**src/rtl/pbp_pkg.sv**
```systemverilog
// ----------------------------------------------------------------------------
// pbp_pkg
// shared types and constants of the pinhole box projection pipeline
// ----------------------------------------------------------------------------
`default_nettype none

package pbp_pkg;

  localparam int IMAGE_WIDTH_DEF  = 2048;
  localparam int IMAGE_HEIGHT_DEF = 1536;

  localparam int LANES  = 6;
  localparam int NBITS  = 64;
  localparam int QBITS  = 41;
  localparam int ADDR_W = 5;

  // lane order: centre, minus corner, plus corner; u on even lanes, v on odd
  localparam int LANE_U0 = 0;
  localparam int LANE_V0 = 1;
  localparam int LANE_U1 = 2;
  localparam int LANE_V1 = 3;
  localparam int LANE_U2 = 4;
  localparam int LANE_V2 = 5;

  localparam logic [30:0]      HALF_SIZE_RESET = 31'd3277;
  localparam logic [QBITS-1:0] QUOT_CLAMP      = {1'b1, {(QBITS-1){1'b0}}};

  localparam int FRONT_STAGES = 5;
  localparam int DIV_STAGES   = QBITS + 1;
  localparam int BACK_STAGES  = 3;
  localparam int LATENCY      = FRONT_STAGES + DIV_STAGES + BACK_STAGES;

  typedef enum logic [2:0] {
    REG_FOCAL_U,
    REG_FOCAL_V,
    REG_CENTER_U,
    REG_CENTER_V,
    REG_SHIFT_U,
    REG_SHIFT_V,
    REG_HALF_SIZE
  } reg_idx_t;

  typedef struct packed {
    logic [30:0] focal_u;
    logic [30:0] focal_v;
    logic [31:0] center_u;
    logic [31:0] center_v;
    logic [31:0] shift_u;
    logic [31:0] shift_v;
    logic [30:0] half_size;
  } cfg_t;

  typedef struct packed {
    logic             qneg;
    logic [NBITS-1:0] nmag;
  } div_in_t;

  typedef struct packed {
    logic             qneg;
    logic             clamp;
    logic             kill;
    logic [QBITS-1:0] quot;
  } div_out_t;

endpackage

`default_nettype wire

```
**src/rtl/pbp_cfg.sv**
```systemverilog
// ----------------------------------------------------------------------------
// pbp_cfg
// apb register file holding the camera intrinsics and box size
// ----------------------------------------------------------------------------
`default_nettype none

module pbp_cfg
  import pbp_pkg::*;
(
  input  logic              clk,
  input  logic              rst,
  input  logic              psel,
  input  logic              penable,
  input  logic              pwrite,
  input  logic [ADDR_W-1:0] paddr,
  input  logic [31:0]       pwdata,
  output logic [31:0]       prdata,
  output logic              pready,
  output cfg_t              cfg
);

  logic [30:0] focal_u;
  logic [30:0] focal_v;
  logic [31:0] center_u;
  logic [31:0] center_v;
  logic [31:0] shift_u;
  logic [31:0] shift_v;
  logic [30:0] half_size;
  logic        wr_en;
  reg_idx_t    idx;

  assign pready = 1'b1;
  assign wr_en  = psel && penable && pwrite && pready;
  assign idx    = reg_idx_t'(paddr[ADDR_W-1:2]);

  always_ff @(posedge clk) begin
    if (rst) begin
      focal_u   <= '0;
      focal_v   <= '0;
      center_u  <= '0;
      center_v  <= '0;
      shift_u   <= '0;
      shift_v   <= '0;
      half_size <= HALF_SIZE_RESET;
    end else if (wr_en) begin
      case (idx)
        REG_FOCAL_U:   focal_u   <= pwdata[30:0];
        REG_FOCAL_V:   focal_v   <= pwdata[30:0];
        REG_CENTER_U:  center_u  <= pwdata;
        REG_CENTER_V:  center_v  <= pwdata;
        REG_SHIFT_U:   shift_u   <= pwdata;
        REG_SHIFT_V:   shift_v   <= pwdata;
        REG_HALF_SIZE: half_size <= pwdata[30:0];
        default: ;
      endcase
    end
  end

  always_comb begin
    case (idx)
      REG_FOCAL_U:   prdata = {1'b0, focal_u};
      REG_FOCAL_V:   prdata = {1'b0, focal_v};
      REG_CENTER_U:  prdata = center_u;
      REG_CENTER_V:  prdata = center_v;
      REG_SHIFT_U:   prdata = shift_u;
      REG_SHIFT_V:   prdata = shift_v;
      REG_HALF_SIZE: prdata = {1'b0, half_size};
      default:       prdata = '0;
    endcase
  end

  assign cfg.focal_u   = focal_u;
  assign cfg.focal_v   = focal_v;
  assign cfg.center_u  = center_u;
  assign cfg.center_v  = center_v;
  assign cfg.shift_u   = shift_u;
  assign cfg.shift_v   = shift_v;
  assign cfg.half_size = half_size;

endmodule

`default_nettype wire

```
**config.mk**
```make
export PLATFORM = sky130hd
export DESIGN_NAME = pbp_cfg
export DESIGN_NICKNAME = d
export VERILOG_FILES = /design/src/rtl/pbp_pkg.sv /design/src/rtl/pbp_cfg.sv
export SDC_FILE = /design/constraint.sdc
export NUM_CORES = 1
export LEC_CHECK = 0
export BUFFER_PORTS_ARGS = -buffer_cell sky130_fd_sc_hd__buf_2
export CAP_MARGIN = 20
export CORE_MARGIN = 5
export CORE_UTILIZATION = 40
export DETAILED_ROUTE_END_ITERATION = 10
export PLACE_DENSITY = 0.75
export SLEW_MARGIN = 20
export SYNTH_ARGS = -nofsm -noshare
export SYNTH_HDL_FRONTEND = slang
export SYNTH_SLANG_ARGS = --single-unit
```
**constraint.sdc**
```tcl
create_clock -name clk -period 1.3 [get_ports clk]
set_clock_uncertainty 0.05 [all_clocks]
set_input_delay 0.13 -clock clk [delete_from_list [all_inputs] [get_ports clk]]
set_output_delay 0.13 -clock clk [all_outputs]
set_load 0.03 [all_outputs]
```
==> reports/metrics.csv <==
metric;value;unit
grt_usage;25.9;%
fill_cells;1800;
fin_crit;1.93;ns
first_iter_violations;516;
path_buf_inv;1;
areaGrowthSynthToFinish;68.3;%
ant_nets;0;
port_buffers;292;
r2r-end;focal_v[13]$_SDFFE_PP0P_;
vdd_ir_drop_max;0.918;mV
dp.cells;1676;
yosysUniqueCellTypes;32;
yosysMostFrequentCell;mux2i_1;
cp-end-kind;primary output;
hold_viol;0;
setup_viol;49;
cts_root_buf;clkbuf_16;
instances_no_fill;1833;
viasPerCell;5.33;
path_cells;mux4_2 -> mux2_4 -> buf_6;
die-area;0.0295;mm²
p_per_area;917;mW/mm²
grt_pass1_vias;10200;
tritoncts;built;
grt_max_degree;56;
synth-compound-area-share;6.36;%
diodes;0;
dp_hpwl;25.9;mm
fin_ws;-0.629;ns
antenna_found_initial;1;
synth_edf_count;0;
synth_top_area_cell;dfxtp_1;
synthSimpleGateAreaFrac;16.7;%
grt_pass1_wl;60.0;mm
initial_core_util;40.4;%
cts_sinks;221;
layout-drive-gt1-share;53.8;%
violations;negative setup slack;
gr-total-overflow;0;
post-route-period-util;148;%
crit_required;1.12;ns
core-area;0.0259;mm²
ios;296;
synthTopCellsByArea;dfxtp_1, mux2i_1, nand2b_1;
cts_buffers;26;
yosys_warnings;0;
hold-path-cell-count;3;
tns;-15.29;ns
whs_endpoint;shift_v[25]$_SDFFE_PP0P_;
wl_per_cell;22.4;µm
std_cell_rows;59;
hp-class;in -> reg;
syn_area;0.0105;mm²
whs;0.00853;ns
cpPeakStageDelay;0.46;ns
synth-seq-area-share;42.3;%
synth_top_family_by_area;multiplexers;
critPathSlowestCell;mux4_2;
rrSetupSlack;0.34;ns
arrival;1.75;ns
cp-start-kind;flip-flop;
synth-main-ff-cell;dfxtp_1;
rsz0062_at_grt;yes;
synth_commonest_cells;mux2i_1, nand2b_1, dfxtp_1;
fmax;518;MHz
dieHeight;172;µm
status;complete, but fails checks;
place_congestion;0.852;
htree_levels;1;
nNetsFinal;1520;
synth_mux_area_share;29.6;%
clk_latency;0.51;ns
vias;9764;
drv_slew;0;
synth_fp_nets;1034;
cpLargestDelayFamily;multiplexers;
clk_path_buf_depth;3;
synthArstFlopShare;0;%
drtPass1Iterations;5;
routed_wl;41.0;mm
drc;0;
synthAdderAreaFrac;0;%
final_util;67.9;%
synth_largest_type_area_fraction;42.3;%
ys_seq_elements;221;
synth_xor_area_share;0;%
critPathMaxFanout;2;
syn_area_per_cell;10.5;µm²
worstHoldStart;pwdata[25];
syn_inst;992;
path_class;reg -> out;
clk_pin_slew;0.06;ns
die_w;172;µm
r2r_cells;4;
maxCapViolations;0;
r2r_start;focal_v[13]$_SDFFE_PP0P_;
leakage;0.00855;µW
==> metal layers <==
layer	GRT usage [%]	wire, µm	share of wire [%]
met5	0	20	0.049
met4	7.23	1210	2.9
met3	6.99	3130	7.6
met2	45.7	20500	50
met1	30.9	16200	40
==> placed cells by master, fill, tap and decap left out, types with 6 or more instances in the layout <==
cell             n
clkinv_2         6
dfxtp_1         68
buf_12          26
dlygate4sd3_1   27
nor2_1          15
dfxtp_2        134
buf_2           53
clkbuf_16       27
mux2i_1        292
dfxtp_4         19
buf_8            8
nand2b_1       246
buf_6          255
o221a_4         21
clkbuf_4        11
a221oi_4        23
clkbuf_8         6
o211ai_1         7
buf_4          160
clkbuf_1         7
inv_2           18
nand2_1          8
==> sequential cells by signal, indices dropped and copies added (netlist names) <==
| signal | cells |
|---|---|
| focal_v | 31 |
| center_v | 32 |
| shift_u | 32 |
| focal_u | 31 |
| shift_v | 32 |
| half_size | 31 |
| center_u | 32 |
==> layout make-up <==
class / count / area (µm²) / area share, %
Timing Repair Buffer: 540 / 5330 / 30.3
Tap cell: 335 / 419 / 2.38
Sequential cell: 221 / 4660 / 26.5
Clock inverter: 8 / 66.3 / 0.377
Inverter: 23 / 86.3 / 0.491
Multi-Input combinational cell: 666 / 6250 / 35.5
Clock buffer: 40 / 785 / 4.46
==> per-stage QoR <==
stage                     cell area, µm²  worst slack [ns]  power, µW
after floorplan                    11200           -0.0556       8090
after global placement             14000            -0.281       8670
after detailed placement           14000            -0.303       8680
after CTS                          16900            -0.635      16200
after global routing               17600            -0.660      16600
final                              17600            -0.629      16100
==> cell families (layout without fill, tap and decap cells) <==
family	Yosys count	count (layout)
other cells	1	1
compound gates	71	71
mux	307	307
buf+inv	105	611
simple gates	287	287
flops	221	221
==> repair_timing <==
action / 4_1_cts / 5_1_grt
pin swaps: 35 / 28
endpoints found under the hold margin: 127 / 0
resized for setup: 461 / 209
setup endpoints to repair: 153 / 175
hold buffers: 27 / 0
setup buffers: 57 / 50
==> how the worst max path moves through the flow <==
stage	to	start	slack (ns)	cells after the start
CTS	prdata[11]	center_v[11]$_SDFFE_PP0P_	-0.64	3
global placement	prdata[30]	paddr[4]	-0.28	6
finish	prdata[11]	center_v[11]$_SDFFE_PP0P_	-0.63	3
floorplan	prdata[0]	paddr[3]	-0.06	5
detailed placement	prdata[30]	paddr[2]	-0.30	5
global route	prdata[11]	center_v[11]$_SDFFE_PP0P_	-0.66	3
==> power breakdown <==
part           internal (µW)  total (µW)  switching [µW]
Clock                   4340        7310            2970
Combinational            950        2000            1050
Sequential              6790        6840            45.4
Total                  12100       16100            4060
==> worst min-delay path, delay by kind of cell <==
kind	cells	cell delay (ns)
simple gates	1	0.16
mux	1	0.16
buf+inv	1	0.08
Power figures use the tool's default switching activity.
