==> src/rtl/pbp_pkg.sv <==
// ----------------------------------------------------------------------------
// pbp_pkg
// shared types and constants of the pinhole box projection pipeline
// ----------------------------------------------------------------------------
`default_nettype none

package pbp_pkg;

  localparam int IMAGE_WIDTH_DEF  = 2048;
  localparam int IMAGE_HEIGHT_DEF = 1536;

  localparam int LANES  = 6;
  localparam int NBITS  = 64;
  localparam int QBITS  = 41;
  localparam int ADDR_W = 5;

  // lane order: centre, minus corner, plus corner; u on even lanes, v on odd
  localparam int LANE_U0 = 0;
  localparam int LANE_V0 = 1;
  localparam int LANE_U1 = 2;
  localparam int LANE_V1 = 3;
  localparam int LANE_U2 = 4;
  localparam int LANE_V2 = 5;

  localparam logic [30:0]      HALF_SIZE_RESET = 31'd3277;
  localparam logic [QBITS-1:0] QUOT_CLAMP      = {1'b1, {(QBITS-1){1'b0}}};

  localparam int FRONT_STAGES = 5;
  localparam int DIV_STAGES   = QBITS + 1;
  localparam int BACK_STAGES  = 3;
  localparam int LATENCY      = FRONT_STAGES + DIV_STAGES + BACK_STAGES;

  typedef enum logic [2:0] {
    REG_FOCAL_U,
    REG_FOCAL_V,
    REG_CENTER_U,
    REG_CENTER_V,
    REG_SHIFT_U,
    REG_SHIFT_V,
    REG_HALF_SIZE
  } reg_idx_t;

  typedef struct packed {
    logic [30:0] focal_u;
    logic [30:0] focal_v;
    logic [31:0] center_u;
    logic [31:0] center_v;
    logic [31:0] shift_u;
    logic [31:0] shift_v;
    logic [30:0] half_size;
  } cfg_t;

  typedef struct packed {
    logic             qneg;
    logic [NBITS-1:0] nmag;
  } div_in_t;

  typedef struct packed {
    logic             qneg;
    logic             clamp;
    logic             kill;
    logic [QBITS-1:0] quot;
  } div_out_t;

endpackage

`default_nettype wire

==> src/rtl/pbp_back.sv <==
// ----------------------------------------------------------------------------
// pbp_back
// quotient clamp, principal point, saturation and view test
// ----------------------------------------------------------------------------
`default_nettype none

module pbp_back
  import pbp_pkg::*;
#(
  parameter int IMAGE_WIDTH  = IMAGE_WIDTH_DEF,
  parameter int IMAGE_HEIGHT = IMAGE_HEIGHT_DEF
) (
  input  logic                 clk,
  input  logic                 rst,
  input  logic                 in_valid,
  input  logic                 in_zpos,
  input  div_out_t [LANES-1:0] in_quot,
  input  cfg_t                 cfg,
  output logic                 done,
  output logic                 in_view,
  output logic signed [31:0]   corner_a_u,
  output logic signed [31:0]   corner_a_v,
  output logic signed [31:0]   corner_b_u,
  output logic signed [31:0]   corner_b_v
);

  localparam logic signed [42:0] WB     = 43'(IMAGE_WIDTH) <<< 16;
  localparam logic signed [42:0] HB     = 43'(IMAGE_HEIGHT) <<< 16;
  localparam logic signed [42:0] SAT_HI = 43'sh000_7fff_ffff;
  localparam logic signed [42:0] SAT_LO = 43'sh7ff_8000_0000;

  function automatic logic [31:0] sat32(input logic signed [42:0] v);
    logic [31:0] r;
    if (v > SAT_HI) begin
      r = 32'h7fff_ffff;
    end else if (v < SAT_LO) begin
      r = 32'h8000_0000;
    end else begin
      r = v[31:0];
    end
    return r;
  endfunction

  logic               v1, v2;
  logic               zpos1, zpos2;
  logic [QBITS-1:0]   qmag [LANES];
  logic [QBITS-1:0]   qmag1 [LANES];
  logic               qneg1 [LANES];
  logic signed [42:0] cen [LANES];
  logic signed [42:0] val [LANES];
  logic signed [42:0] val2 [LANES];
  logic               ok;

  always_comb begin
    for (int l = 0; l < LANES; l++) begin
      if (in_quot[l].clamp) begin
        qmag[l] = QUOT_CLAMP;
      end else if (in_quot[l].kill) begin
        qmag[l] = '0;
      end else if (in_quot[l].quot > QUOT_CLAMP) begin
        qmag[l] = QUOT_CLAMP;
      end else begin
        qmag[l] = in_quot[l].quot;
      end
    end
  end

  always_comb begin
    for (int l = 0; l < LANES; l++) begin
      if ((l % 2) != 0) begin
        cen[l] = {{11{cfg.center_v[31]}}, cfg.center_v};
      end else begin
        cen[l] = {{11{cfg.center_u[31]}}, cfg.center_u};
      end
      val[l] = qneg1[l] ? cen[l] - {2'b00, qmag1[l]} : cen[l] + {2'b00, qmag1[l]};
    end
  end

  assign ok = zpos2
              && (val2[LANE_U0] > -WB) && (val2[LANE_U0] < WB)
              && (val2[LANE_V0] > -HB) && (val2[LANE_V0] < HB);

  always_ff @(posedge clk) begin
    if (rst) begin
      v1   <= 1'b0;
      v2   <= 1'b0;
      done <= 1'b0;
    end else begin
      v1   <= in_valid;
      v2   <= v1;
      done <= v2;
    end
  end

  always_ff @(posedge clk) begin
    zpos1 <= in_zpos;
    zpos2 <= zpos1;
    for (int l = 0; l < LANES; l++) begin
      qmag1[l] <= qmag[l];
      qneg1[l] <= in_quot[l].qneg;
      val2[l]  <= val[l];
    end
    in_view    <= ok;
    corner_a_u <= sat32(val2[LANE_U1]);
    corner_a_v <= sat32(val2[LANE_V2]);
    corner_b_u <= sat32(val2[LANE_U2]);
    corner_b_v <= sat32(val2[LANE_V1]);
  end

endmodule

`default_nettype wire

==> config.mk <==
export PLATFORM = sky130hd
export DESIGN_NAME = pbp_back
export DESIGN_NICKNAME = d
export VERILOG_FILES = /design/src/rtl/pbp_pkg.sv /design/src/rtl/pbp_back.sv
export SDC_FILE = /design/constraint.sdc
export NUM_CORES = 2
export LEC_CHECK = 0
export BUFFER_PORTS_ARGS = -buffer_cell sky130_fd_sc_hd__buf_2
export CAP_MARGIN = 40
export CORE_UTILIZATION = 51
export CTS_CLUSTER_DIAMETER = 120
export DETAILED_ROUTE_END_ITERATION = 12
export GPL_TIMING_DRIVEN = 1
export HOLD_SLACK_MARGIN = 0.12
export PLACE_DENSITY = 0.74
export SLEW_MARGIN = 10
export SYNTH_ARGS = -nofsm -noshare
export SYNTH_HDL_FRONTEND = slang
export SYNTH_SLANG_ARGS = --single-unit
==> constraint.sdc <==
create_clock -name clk -period 5.2 [get_ports clk]
set_input_delay 1.04 -clock clk [delete_from_list [all_inputs] [get_ports clk]]
set_output_delay 1.04 -clock clk [all_outputs]
set_load 0.02 [all_outputs]
==> run summary <==
P_int = 11.6 mW
Pwr per Cell Area = 430 mW/mm^2
Die area = 0.0705 mm^2
Sw frac = 34.4%
Total chip power = 17.7 mW
Synth Register Bits = 644
Dpl ws = 0.446 ns
Most frequent CP cell = a21oi_1
Fillers = 6096
Synth top area share = 36.4%
Mapped Nets = 4815
Nets = 5233
GRT Util Overall = 27.9%
Syn Inst Count = 4062
CTS clk-pin slew, worst paths = 0.06 ns
FF-to-FF Start = qmag1[2][4]
Status = complete, no violations
Fraction of layout cells with a size suffix above 1 = 14.6%
Worst slew margin = 42.3%
Hold wc startpoint = zpos1
Post-synth top cells = 644 x dfxtp_1, 376 x a21oi_1, 375 x xnor2_1
Vias per std cell = 5.62
DRC = 0
Leak = 17.6 nW
Hold worst-path end = zpos2
Die Wd = 266 um
Post-route minimum period = 4.75 ns
Post-CTS Setup Repair Bufs = 0
Detailed Route WL = 102 mm
Pre-Repair DR Iteration Count = 6
VDD IR-drop max = 0.306 mV
Post-route setup slack = 0.448 ns
Post-route ant nets = 0
Worst skew pair latency = 0.61 ns
Via count = 30800
Ys async rst share = 0%
Root Buffer = clkbuf_16
Period utilization = 91.4%
Routability cong. = 0.975
Worst EP required = 5.67 ns
Clock sink total = 644
CP bufs+invs = 0
Distinct cells, synth = 86
Crit path kind = reg2reg
Register-to-Register Path Depth = 17
# setup viols final = 0
Crit path capture type = flop
Flop pwr share = 38.2%
Clock power frac = 28.9%
Slew @ Worst Pin = 0.858 ns
Commonest register cell after synthesis = dfxtp_1
HPWL after detailed placement = 82.8 mm
Sw Pwr = 6.09 mW
Initial antenna violation count = 21
Highest clock rate = 210 MHz
Vias in the first global route = 28100
Max incr delay on CP = 0.57 ns
Register area share after synthesis = 36.4%
End of the worst register-to-register path = val2[2][36]
CTS H-Tree Depth = 3
Slowest-stage cell, CP = a2111oi_0
Hold Violations, Final = 0
PortBufs = 461
CP max FO = 6
CTS tree = built
Reg2Reg Setup Slack = 0.45 ns
CP delay by family, top = simple AND/OR/NAND/NOR gates
Post-synth EDFFs = 0
Mapped Avg Cell Area = 8.72 um^2
Cell depth of the worst hold path = 0
Grt ovf = 0
Crit start category = flop
First-pass GRT wire length = 155 mm
Layout Cells excl Fill = 5479
Placed Cells = 5338
Ports = 619
Clk_skew = 0.0222 ns
Die span in y = 266 um
Core region area = 0.0687 mm^2
YS warnings = 0
Post-Syn Area = 0.0354 mm^2
Synth area leader = dfxtp_1
Max Cap Viol = 0
CTS buffer count = 70
Cell Rows = 96
Util after Layout = 59.9%
Initial core utilization = 51.6%
Wirelength per Cell = 18.7 um
Top post-synthesis cells by area = dfxtp_1 36%, xnor2_1 9.3%, ha_1 9.1%
Clock buffer depth = 3
Largest net degree at the start of global routing = 41
Combinational fraction of design power = 32.9%
Most common cell in the netlist = dfxtp_1
Area Overhead vs Synth = 16.1%
Crit path DAT = 5.23 ns
Iter 0 DRT Violations = 2447
Pins Over Slew Limit = 0
Hold WC Path Type = reg2reg
CP cell instances = or4_4 > or3_4 > nor2b_4 > nor3b_4 > and2_4 > a21oi_1 > xnor2_1 > ha_1 > and3_1 > nand3_1 > a2111oi_0 > nor3_1 > o221ai_1 > a21oi_1 > o31ai_1 > a21oi_1 > xnor2_1
## cell usage in the layout (no fill, tap or decap), types with 8 or more instances in the layout
cell type / instances
o221ai_1: 8
or4_1: 8
a21o_1: 172
nor2b_1: 45
clkbuf_8: 9
and2_1: 257
nand2_1: 178
nand2b_1: 41
o21a_1: 133
a21oi_1: 376
nor4_1: 122
nand3_1: 68
or3_1: 11
nor3b_1: 13
clkbuf_16: 74
nand4_1: 73
a21boi_0: 9
o31a_1: 14
a31oi_1: 54
o31ai_1: 14
o211ai_1: 19
a211oi_1: 19
buf_2: 462
inv_1: 130
nor3_1: 95
buf_4: 29
dfxtp_1: 644
diode_2: 11
xor2_1: 95
and3_1: 36
clkinv_2: 14
o21bai_1: 36
clkbuf_1: 10
o21ai_0: 158
xnor2_1: 375
nor2_1: 304
ha_1: 258
## layout make-up
type                    count  area (um^2)  area share, %
multi-input cells        3142        21600           52.5
clock inverters            36          390          0.949
well taps                 931         1160           2.83
flip-flops and latches    644        12900           31.4
inverters                 130          488           1.19
repair buffers            492         2550           6.20
clock buffers              93         2010           4.90
diodes                     11         27.5         0.0669
## metal layers
layer / track usage, % / routed length [um] / up-vias
met5: 0 / 116 / -
met4: 10.7 / 3620 / 20
met3: 5.29 / 7600 / 209
met2: 41.6 / 43300 / 968
met1: 39.6 / 47700 / 14300
li1: - / - / 15300
## sequential cells by signal, summed over array words and instances (netlist names)
| signal | count |
|---|---|
| v1 | 1 |
| val2 | 258 |
| corner_b_u | 32 |
| corner_b_v | 32 |
| zpos1 | 1 |
| zpos2 | 1 |
| in_view | 1 |
| qneg1 | 6 |
| corner_a_v | 32 |
| done | 1 |
| corner_a_u | 32 |
| qmag1 | 246 |
| v2 | 1 |
## per-stage QoR
stage	area, um^2	setup TNS, ns	hold WS, ns
2_1_floorplan	35400	0	0.310
3_3_place_gp	38700	0	0.312
3_5_place_dp	38700	0	0.319
4_1_cts	41100	0	0.335
5_1_grt	41100	-0.0180	0.351
6_report	41100	0	0.335
## how the worst max path moves through the flow
stage	to	cells after the start	start	slack, ns
final	val2[2][36]	17	qmag1[2][4]	0.45
after detailed placement	val2[2][41]	18	qmag1[2][4]	0.45
after floorplan	val2[2][41]	18	qmag1[2][4]	1.08
after global routing	val2[3][41]	21	qmag1[3][4]	-0.02
after global placement	val2[2][41]	18	qmag1[2][4]	0.49
after CTS	val2[2][41]	18	qmag1[2][4]	0.43
## repair_timing
action,4_1_cts,5_1_grt
endpoints found under the hold margin,0,0
hold buffers,0,0
gates resized for setup,0,1
endpoints found under the setup margin,0,1
## cells by family (layout without fill, tap and decap cells)
family / Yosys count / in the layout / share of synthesized area [%]
other: 0 / 11 / 0
buffers and inverters: 276 / 751 / 2.97
XOR/XNOR: 470 / 470 / 11.6
AO/OA/AOI/OAI: 1098 / 1098 / 19.8
multiplexers: 7 / 7 / 0.198
adder cells (fa/ha/maj): 264 / 264 / 9.45
AND/OR/NAND/NOR: 1303 / 1303 / 19.6
flip-flops: 644 / 644 / 36.4
## power by group through the flow
stage	Sequential, mW	Combinational [mW]	Clock (mW)
2_1_floorplan	7.19	3.58	0
6_report	6.75	5.82	5.11
4_1_cts	6.74	5.77	5.21
5_1_grt	6.85	6.35	5.40
3_5_place_dp	6.83	5.74	0
3_3_place_gp	6.82	5.69	0
Note: power is estimated with default switching activity, not from simulation.
